## src/rtl/xtea_pkg.sv

```systemverilog
// ----------------------------------------------------------------------------
// xtea_pkg
// shared types, constants and the round mixing function of the xtea cipher
// ----------------------------------------------------------------------------
package xtea_pkg;

	// golden-ratio round constant
	localparam logic [31:0] DELTA = 32'h9E37_79B9;

	// configuration register indexes
	localparam int unsigned CFG_IDX_W = 3;
	localparam logic [CFG_IDX_W-1:0] REG_ROUND_COUNT = 3'd0;
	localparam logic [CFG_IDX_W-1:0] REG_KEY_WORD_0  = 3'd1;
	localparam logic [CFG_IDX_W-1:0] REG_KEY_WORD_1  = 3'd2;
	localparam logic [CFG_IDX_W-1:0] REG_KEY_WORD_2  = 3'd3;
	localparam logic [CFG_IDX_W-1:0] REG_KEY_WORD_3  = 3'd4;

	// round_count register width and reset
	localparam int unsigned ROUND_COUNT_W   = 7;
	localparam int unsigned ROUND_COUNT_RST = 32;

	// opcodes
	localparam logic OP_ENCRYPT = 1'b0;
	localparam logic OP_DECRYPT = 1'b1;

	typedef logic [3:0][31:0] key_t;

	// one block in flight
	typedef struct packed {
		logic        op;
		logic [31:0] v0;
		logic [31:0] v1;
		logic [31:0] sum;
	} stage_t;

	function automatic logic [31:0] mix(input logic [31:0] x, input logic [31:0] sum,
		input logic [31:0] key_word);
		logic [31:0] f;
		f = ((x << 4) ^ (x >> 5)) + x;
		return f ^ (sum + key_word);
	endfunction

endpackage

```

## src/rtl/xtea_half_round.sv

```systemverilog
// ----------------------------------------------------------------------------
// xtea_half_round
// one registered feistel half-round, used in both cipher directions
// ----------------------------------------------------------------------------
module xtea_half_round #(
	parameter bit SECOND_HALF = 1'b0
) (
	input  logic            clk,
	input  logic            arst_n,
	input  logic            en,
	input  logic            active,
	input  xtea_pkg::key_t  key,
	input  logic            in_valid,
	input  xtea_pkg::stage_t in_stage,
	output logic            out_valid_s1,
	output xtea_pkg::stage_t out_stage_s1
);
	import xtea_pkg::*;

	logic        upd_v0;
	logic        key_hi;
	logic [1:0]  key_sel;
	logic [31:0] x;
	logic [31:0] m;
	stage_t      nxt;

	// encrypt: first half feeds v0, second feeds v1; decrypt runs the mirror image
	assign upd_v0  = SECOND_HALF ? (in_stage.op == OP_DECRYPT) : (in_stage.op == OP_ENCRYPT);
	assign key_hi  = SECOND_HALF ? (in_stage.op == OP_ENCRYPT) : (in_stage.op == OP_DECRYPT);
	assign key_sel = key_hi ? in_stage.sum[12:11] : in_stage.sum[1:0];
	assign x       = upd_v0 ? in_stage.v1 : in_stage.v0;
	assign m       = mix(x, in_stage.sum, key[key_sel]);

	always_comb begin
		nxt = in_stage;
		if (active) begin
			if (in_stage.op == OP_ENCRYPT) begin
				if (upd_v0) nxt.v0 = in_stage.v0 + m;
				else        nxt.v1 = in_stage.v1 + m;
			end else begin
				if (upd_v0) nxt.v0 = in_stage.v0 - m;
				else        nxt.v1 = in_stage.v1 - m;
			end
			if (!SECOND_HALF) begin
				nxt.sum = (in_stage.op == OP_ENCRYPT) ? in_stage.sum + DELTA
					: in_stage.sum - DELTA;
			end
		end
	end

	always_ff @(posedge clk or negedge arst_n) begin
		if (!arst_n) begin
			out_valid_s1 <= 1'b0;
		end else if (en) begin
			out_valid_s1 <= in_valid;
		end
	end

	always_ff @(posedge clk) begin
		if (en) begin
			out_stage_s1 <= nxt;
		end
	end

endmodule

```

## config.mk

```make
export PLATFORM = sky130hd
export DESIGN_NAME = xtea_half_round
export DESIGN_NICKNAME = d
export VERILOG_FILES = /design/src/rtl/xtea_pkg.sv /design/src/rtl/xtea_half_round.sv
export SDC_FILE = /design/constraint.sdc
export NUM_CORES = 1
export LEC_CHECK = 0
export BUFFER_PORTS_ARGS = -buffer_cell sky130_fd_sc_hd__buf_4
export CAP_MARGIN = 10
export CORE_ASPECT_RATIO = 0.8
export CORE_MARGIN = 1
export CORE_UTILIZATION = 35
export CTS_CLUSTER_SIZE = 25
export DETAILED_ROUTE_END_ITERATION = 10
export GPL_TIMING_DRIVEN = 0
export MAX_ROUTING_LAYER = met4
export SLEW_MARGIN = 20
export SYNTH_ARGS = -nofsm -noshare
export SYNTH_HDL_FRONTEND = slang
export SYNTH_SLANG_ARGS = --single-unit
```

## constraint.sdc

```tcl
create_clock -name clk -period 0.8 [get_ports clk]
set_input_delay 0.16 -clock clk [delete_from_list [all_inputs] [get_ports clk]]
set_output_delay 0.16 -clock clk [all_outputs]
set_load 0.01 [all_outputs]
```

# [After elaboration in Yosys (flattened, before gate mapping)]
# Cells that the tools add are included.
[op_classes] add_sub_neg=6 order_cmp=1 muxes=7 bitwise=2
[ops] operator="$add 32x32->32" n=3
[ops] operator="$mux 32" n=3
[ops] operator="$mux 96" n=1
[ops] operator="$bmux 32 s2" n=1
[ops] operator="$mux 64" n=1
[ops] operator="$add 32x32->32 const B" n=1
[ops] operator="$sub 32x32->32" n=1
[ops] operator="$sub 32x32->32 const B" n=1
[ops] operator="$xor 32x27->32" n=1
[ops] operator="$xor 32x32->32" n=1
[ops] operator="$lt 2x3->1 const B" n=1
[ops] operator="$mux 2" n=1
[totals] reg_bits=98 input_bits=230 out_inout_bits=98 elab_cells=21

# [Depth between registers and ports, before layout]
# Gate-level depths: netlist of run 1.
[depth] depth_word=8 depth_mapped=29 ltp_nobuf=27

# [Worst setup path before layout of run 1]
# OpenSTA, ideal clock, no wires.
[synth_timing] kind="input -> register" from="input in_stage[96] (netlist bit)" to="register out_stage_s1[62] (netlist bit), data pin" setup_time_ns=0.263 t_arrival_ns=5.800 required_time_ns=0.537 setup_slack_ns=-5.263 stages=26 path_buffers=2 cell_sequence="mux2i_1 -> clkbuf_1 -> mux4_2 -> ha_1 -> a21o_1 -> a21o_1 -> a31o_1 -> o41ai_4 -> o211ai_1 -> a21oi_1 -> nor2b_1 -> o21a_1 -> o31a_1 -> nor2_1 -> xnor2_1 -> ha_1 -> clkbuf_1 -> nor2_1 -> o21ai_0 -> a41oi_1 -> o21bai_1 -> a41oi_1 -> o2111ai_1 -> a21oi_1 -> xor2_1 -> o21ai_1"
[synth_rtl] item="start: declaration" line_no="xtea_half_round.sv:14" rtl="input xtea_pkg::stage_t in_stage,"
[synth_rtl] item="end signal: assignment" line_no="xtea_half_round.sv:61" rtl="out_stage_s1 <= nxt;"
[synth_rtl] item="end: declaration" line_no="xtea_half_round.sv:16" rtl="output xtea_pkg::stage_t out_stage_s1"

==> results of run 1 <==
[power breakdown]
group | total, mW | internal [mW] | switching, mW | leakage (nW)
clock network | 4.45 | 2.16 | 2.29 | 0.140
logic | 53.4 | 26.0 | 27.4 | 7.62
registers | 7.61 | 7.14 | 0.477 | 0.960
total | 65.5 | 35.3 | 30.2 | 8.72
[metrics by stage]
step / utilization (%) / total power, mW / hold slack [ns] / cell area [µm²] / setup slack [ns]
2_1_floorplan: - / 38.1 / -0.136 / 13900 / -4.58
3_3_place_gp: 45.5 / 48.0 / -0.0644 / 16900 / -6.44
3_5_place_dp: 45.5 / 48.2 / -0.0641 / 16900 / -6.39
4_1_cts: 50.5 / 60.3 / 0.0332 / 18800 / -4.68
5_1_grt: 53.7 / 70.1 / 0.0480 / 20000 / -4.98
6_report: 53.7 / 65.5 / 0.0648 / 20000 / -4.77
[metal layers]
metal	vias to the layer above	track usage, %
met5	-	-
met2	373	37.0
li1	6291	-
met4	0	6.21
met1	6113	35.9
met3	44	3.08
[cell type report]
| class | instances | area share, % |
|---|---|---|
| flip-flops and latches | 98 | 14.7 |
| plain buffers | 32 | 1.36 |
| repair buffers | 429 | 18.8 |
| repair inverters | 1 | 0.0376 |
| clock inverters | 7 | 0.295 |
| inverters | 71 | 1.40 |
| well taps | 487 | 3.05 |
| clock buffers | 9 | 1.13 |
| multi-input cells | 1260 | 59.2 |
[flip-flops by register name, indices dropped and copies added, names as in the netlist]
name          flops
out_stage_s1     97
out_valid_s1      1
[worst paths after layout]
kind / endpoint / slack [ns] / cells after the start
setup / recovery: out_stage_s1[89] / -4.77 / 25
hold / removal: out_stage_s1[32] / 0.06 / 3
setup reg to reg: out_valid_s1 / 0.03 / 1
hold reg to reg: out_valid_s1 / 0.56 / 1
max in group asynchronous: out_valid_s1 / 0.65 / 2
min in group asynchronous: out_valid_s1 / 0.07 / 2
[synthesized netlist by cell type, types with 13 or more instances]
master    count
a21o_1       91
a21oi_1     127
and3_1       13
clkbuf_1     36
edfxtp_1     97
ha_1        163
inv_1        71
mux2_2       44
mux2i_1      22
mux4_2       32
nand2_1     125
nand2b_1     18
nand3_1      28
nand4_1      14
nor2_1       70
nor2b_1      24
o21a_1       24
o21ai_0      97
o21ai_1      13
o21bai_1     16
xnor2_1     137
xor2_1       71
[logic make-up after synthesis]
kind of cell	after synthesis	synth area share [%]
buf+inv	109	3.08
fa+ha+maj	168	16.1
xor+xnor	208	13.7
flops	98	22.1
mux	98	10.8
simple gates	328	11.6
compound gates	458	22.4
[what timing repair did]
item / CTS / global route
buffers inserted: 67 / 39
endpoints found under the setup margin: 283 / 291
gates cloned: 1 / 2
pin swaps: 79 / 95
endpoints found under the hold margin: 2 / 0
hold buffers: 2 / 0
gates resized for setup: 217 / 204
[critical path, stage by stage]
cell and delay (ns):
buf_16 0.09, mux2i_4 0.30, buf_4 0.16, clkbuf_8 0.15
mux4_2 0.54, ha_1 0.36, a21o_1 0.21, or3_1 0.36
o21ai_2 0.22, nand2_2 0.11, a21o_1 0.19, a21oi_2 0.17
xnor2_2 0.15, xor2_1 0.24, ha_1 0.30, and4_4 0.20
a21oi_2 0.12, nor4bb_2 0.22, o21ai_1 0.18, a32o_2 0.29
o21a_1 0.21, or3_4 0.39, a31oi_4 0.17, xor2_1 0.16
o21ai_1 0.07
==> flow_metrics.tcl, run 1 <==
set metrics [dict create \
    fin_nets 2300 \
    endpoint_kind "flop" \
    hold_class "in2reg" \
    synth.distinct_cells 65 \
    cap_violations 0 \
    status "finished, violations left" \
    fmax_mhz 180 \
    final_common_cell "buf_4" \
    path_class "in2reg" \
    syn_inst 1467 \
    finalWorstSetupSlack_ns -4.77 \
    antenna_found_initial 0 \
    route.antenna.remaining_nets 0 \
    hold_violations 0 \
    start_kind "primary input" \
    n_fill_cell 3396 \
    power_leakage_nw 8.72 \
    grt_usage_pct 25.0 \
    syn-num-nets 1865 \
    grt_pass1_vias 12520 \
    place_inst 2280 \
    dieHeight_um 176 \
    insertedDiodeCount 0 \
    cts_tree "built" \
    r2r_start "out_valid_s1" \
    h-tree-depth 3 \
    crit_start "in_stage[96]" \
    hp-start "in_stage[32]" \
    routed_wl_mm 47.8 \
    worst_pin_slew_ns 0.757 \
    crit_fanout 5 \
    post_drt_wl_per_cell_um 20.0 \
    cp.required_ns 0.94 \
    route.met3.wl_mm 2.18 \
    finClkSkew_ns 0 \
    cts_buffers 9 \
    route.met2.wl_mm 20.8 \
    finalCritPeriodShare_pct 696 \
    synth_area_mm2 0.0133 \
    setup_viol 193 \
    wl_met1_mm 23.9 \
    p_per_area_mw_per_mm2 3280 \
    route.detailed.drc 30 \
    die_w_um 220 \
    arrival_ns 5.71 \
    grt_max_degree 99 \
    multi_input_area_mm2 0.0118 \
    io_buffers 326 \
    synthArstFlopShare_pct 1.02 \
    layout_common_cells "buf_4, ha_1, nand2_1" \
    max_slew_margin_pct 49.5 \
    timing.setup.tns_ns -319.23 \
    yosys_register_bits 98 \
    synth_flop_cell "edfxtp_1" \
    cts_root_buf "clkbuf_16" \
    start_util_pct 35.7 \
    numClockSinks 98 \
    grt_overflow_total 0 \
    seqCellArea_mm2 0.00294 \
    dr.pass1.iters 8 \
    top_layer_used "met4" \
    yosysSeqAreaShare_pct 22.1 \
    die-area_mm2 0.0387 \
    yosys.area.top_type "edfxtp_1" \
    max-vdd-ir-drop_uv 1540 \
    syn_avg_cell_area_um2 9.04 \
    synth_area_leaders "edfxtp_1, ha_1, xnor2_1" \
    via_per_inst 5.36 \
    layout_min_cycle_time_ns 5.57 \
    num_rows 63 \
    rsz0062_at_grt "true" \
    grt_pass1_wl_mm 71.4 \
    via_count 12821 \
    synth_edf_count 97 \
    hpwl_mm 38.1 \
    clk_latency_ns 0.40 \
    synth_top_area_share_pct 22.0 \
    core_mm2 0.0372 \
    yosys_warnings 0 \
    clk_pin_slew_ns 0.07 \
    drtIter0Drc 781 \
    drive_above_1_share_pct 43.1 \
    final_cell_count_no_fill 2394 \
    io_pins 328 \
    area_delta_synth_final_pct 50.5 \
    gp_congestion 0.911 \
    violations "DRC, setup timing" \
    clock_path_buffers 2 \
    slew_violations 0 \
]
No activity file was read; power rests on OpenSTA's default activity.
==> run 2, diff against run 1 <==
Settings changed: CORE_ASPECT_RATIO 0.8 to 0.6, GPL_TIMING_DRIVEN 0 to default.
Clock period 0.8 ns to 7.2 ns, I/O delays scaled along.
==> run 2 against run 1 <==
Net effect:
- the flow now finishes without violations
- highest routed layer unchanged
- sequential cell count did not move
- utilization decreased by 3.7 points
- clock skew is the same
- wire length down 6.0%
- largest cell class unchanged
- hold slack better by 0.46 ns
- largest power group unchanged
- critical path depth grew 2
- critical path type unchanged
- count of clock-buffer cells in the layout rose by 1
- power is 90% lower
- register-to-register slack improved by 6.4 ns
==> flow_metrics.tcl, run 2 (synthesis gave the netlist of run 1 again) <==
set metrics [dict create \
    largest-register "out_stage_s1" \
    grt_pass1_wl_mm 69.9 \
    worst_pin_slew_ns 0.778 \
    power_leakage_nw 8.73 \
    cp.required_ns 7.31 \
    io_buffers 327 \
    route.detailed.drc 0 \
    drtIter0Drc 700 \
    setup_viol 0 \
    grt_usage_pct 23.9 \
    final_util_pct 50.0 \
    p_int_mw 3.68 \
    largest_reg_flops 97 \
    cap_violations 0 \
    arrival_ns 6.97 \
    route.antenna.remaining_nets 0 \
    p_per_area_mw_per_mm2 357 \
    holdPathStages 1 \
    finClkSkew_ns 0 \
    cts_tree "built" \
    hold_violations 0 \
    layout_min_cycle_time_ns 6.86 \
    timing.setup.tns_ns 0 \
    cts_buffers 9 \
    hold_class "reg2reg" \
    power.share.clock_pct 8.1 \
    die-area_mm2 0.0387 \
    grt_pass1_vias 13014 \
    h-tree-depth 3 \
    path_class "in2reg" \
    endpoint_kind "flop" \
    swShare_pct 44.1 \
    holdWs_ns 0.520 \
    routed_wl_mm 44.9 \
    clk_latency_ns 0.38 \
    via_count 12971 \
    finalCritPeriodShare_pct 95.2 \
    core_mm2 0.0368 \
    grt_max_degree 63 \
    layout_common_cells "buf_4, ha_1, xnor2_1" \
    area_delta_synth_final_pct 38.8 \
    fmax_mhz 146 \
    cts_root_buf "clkbuf_16" \
    slew_violations 0 \
    switching_power_mw 2.90 \
    drive_above_1_share_pct 34.5 \
    pwr-share-seq_pct 12.5 \
    start_util_pct 36.0 \
    io_pins 328 \
    worst_path_most_repeated_cell "a21o_1" \
    num_rows 54 \
    dieHeight_um 153 \
    post_drt_wl_per_cell_um 17.9 \
    gp_congestion 0.911 \
    numClockSinks 98 \
    antenna_found_initial 2 \
    crit_fanout 13 \
    critical_path.slowest_cell "a311oi_2" \
    start_kind "primary input" \
    combinationalPowerShare_pct 79.4 \
    ff2ff_path_depth 1 \
    via_per_inst 5.17 \
    max-vdd-ir-drop_uv 167 \
    p_total_mw 6.58 \
    clock_path_buffers 2 \
    clk_pin_slew_ns 0.08 \
    n_fill_cell 3541 \
    fin_nets 2397 \
    max_stage_delay_ns 0.40 \
    die_w_um 253 \
    final_common_cell "buf_4" \
    status "complete, no violations" \
    hold_buffers 0 \
    reg_top3 "out_stage_s1 x97, out_valid_s1 x1" \
    dr.pass1.iters 5 \
    max_slew_margin_pct 48.1 \
    hpwl_mm 38.1 \
    grt_overflow_total 0 \
]
[run 2: cell types whose count changed in the layout (fill, tap and decap cells not counted), sizes merged, moves of 2 or more]
cell | previous run | this run
buf | 427 | 559
clkbuf | 41 | 10
clkinv | 4 | 1
clkinvlp | 2 | 0
diode | 0 | 2
dlygate4sd3 | 2 | 0
inv | 73 | 75
[run 2: area by class of cell]
type                    instances  area, µm²  area share, %
repair buffers                559       4220           22.9
clock inverters                 6       71.3          0.387
diodes                          2       5.00         0.0272
flip-flops and latches         98       2940           16.0
inverters                      71        267           1.45
well taps                     504        631           3.42
clock buffers                  10        229           1.24
multi-input cells            1260      10000           54.6
[run 2: worst max-delay path: cells and delay by family]
| family | cells | cell delay (ns) |
|---|---|---|
| compound gates | 13 | 2.72 |
| buf+inv | 6 | 0.79 |
| mux | 2 | 0.61 |
| fa+ha+maj | 2 | 0.58 |
| simple gates | 2 | 0.41 |
| xor+xnor | 2 | 0.39 |
[run 2: what timing repair did]
action / CTS / global route
buffers inserted: 0 / 2
resized for setup: 0 / 32
setup endpoints to repair: 0 / 13
[run 2: final timing paths]
| path | startpoint | to | slack (ns) |
|---|---|---|---|
| setup / recovery | in_stage[96] | out_stage_s1[61] | 0.34 |
| hold / removal | out_valid_s1 | out_valid_s1 | 0.52 |
| setup reg to reg | out_valid_s1 | out_valid_s1 | 6.45 |
| hold reg to reg | out_valid_s1 | out_valid_s1 | 0.52 |
| max in group asynchronous | arst_n | out_valid_s1 | 6.30 |
| min in group asynchronous | arst_n | out_valid_s1 | 0.82 |
[run 2: per-stage QoR]
step                      setup WS, ns  area, µm²  std cells
after floorplan                 0.0800      13300       1467
after global placement          -0.232      18000       2490
after detailed placement        -0.322      18000       2490
after CTS                       0.0361      18300       2506
after global routing           -0.0205      18400       2510
final                            0.343      18400       2510
[run 2: per-layer routing]
metal | up-vias | GRT usage (%) | share of wire (%)
met2 | 308 | 36.5 | 45
met5 | - | - | 0
met3 | 42 | 4.20 | 4.6
met4 | 0 | 6.12 | 1.9
met1 | 6098 | 32.3 | 49
li1 | 6523 | - | -
[run 2: power groups by stage]
| stage | logic (mW) | registers, mW | clock network, mW |
|---|---|---|---|
| finish | 5.22 | 0.826 | 0.532 |
| global route | 5.75 | 0.838 | 0.566 |
| CTS | 5.14 | 0.828 | 0.549 |
| detailed placement | 5.10 | 0.838 | 0 |
| global placement | 5.07 | 0.839 | 0 |
| floorplan | 3.03 | 0.896 | 0 |
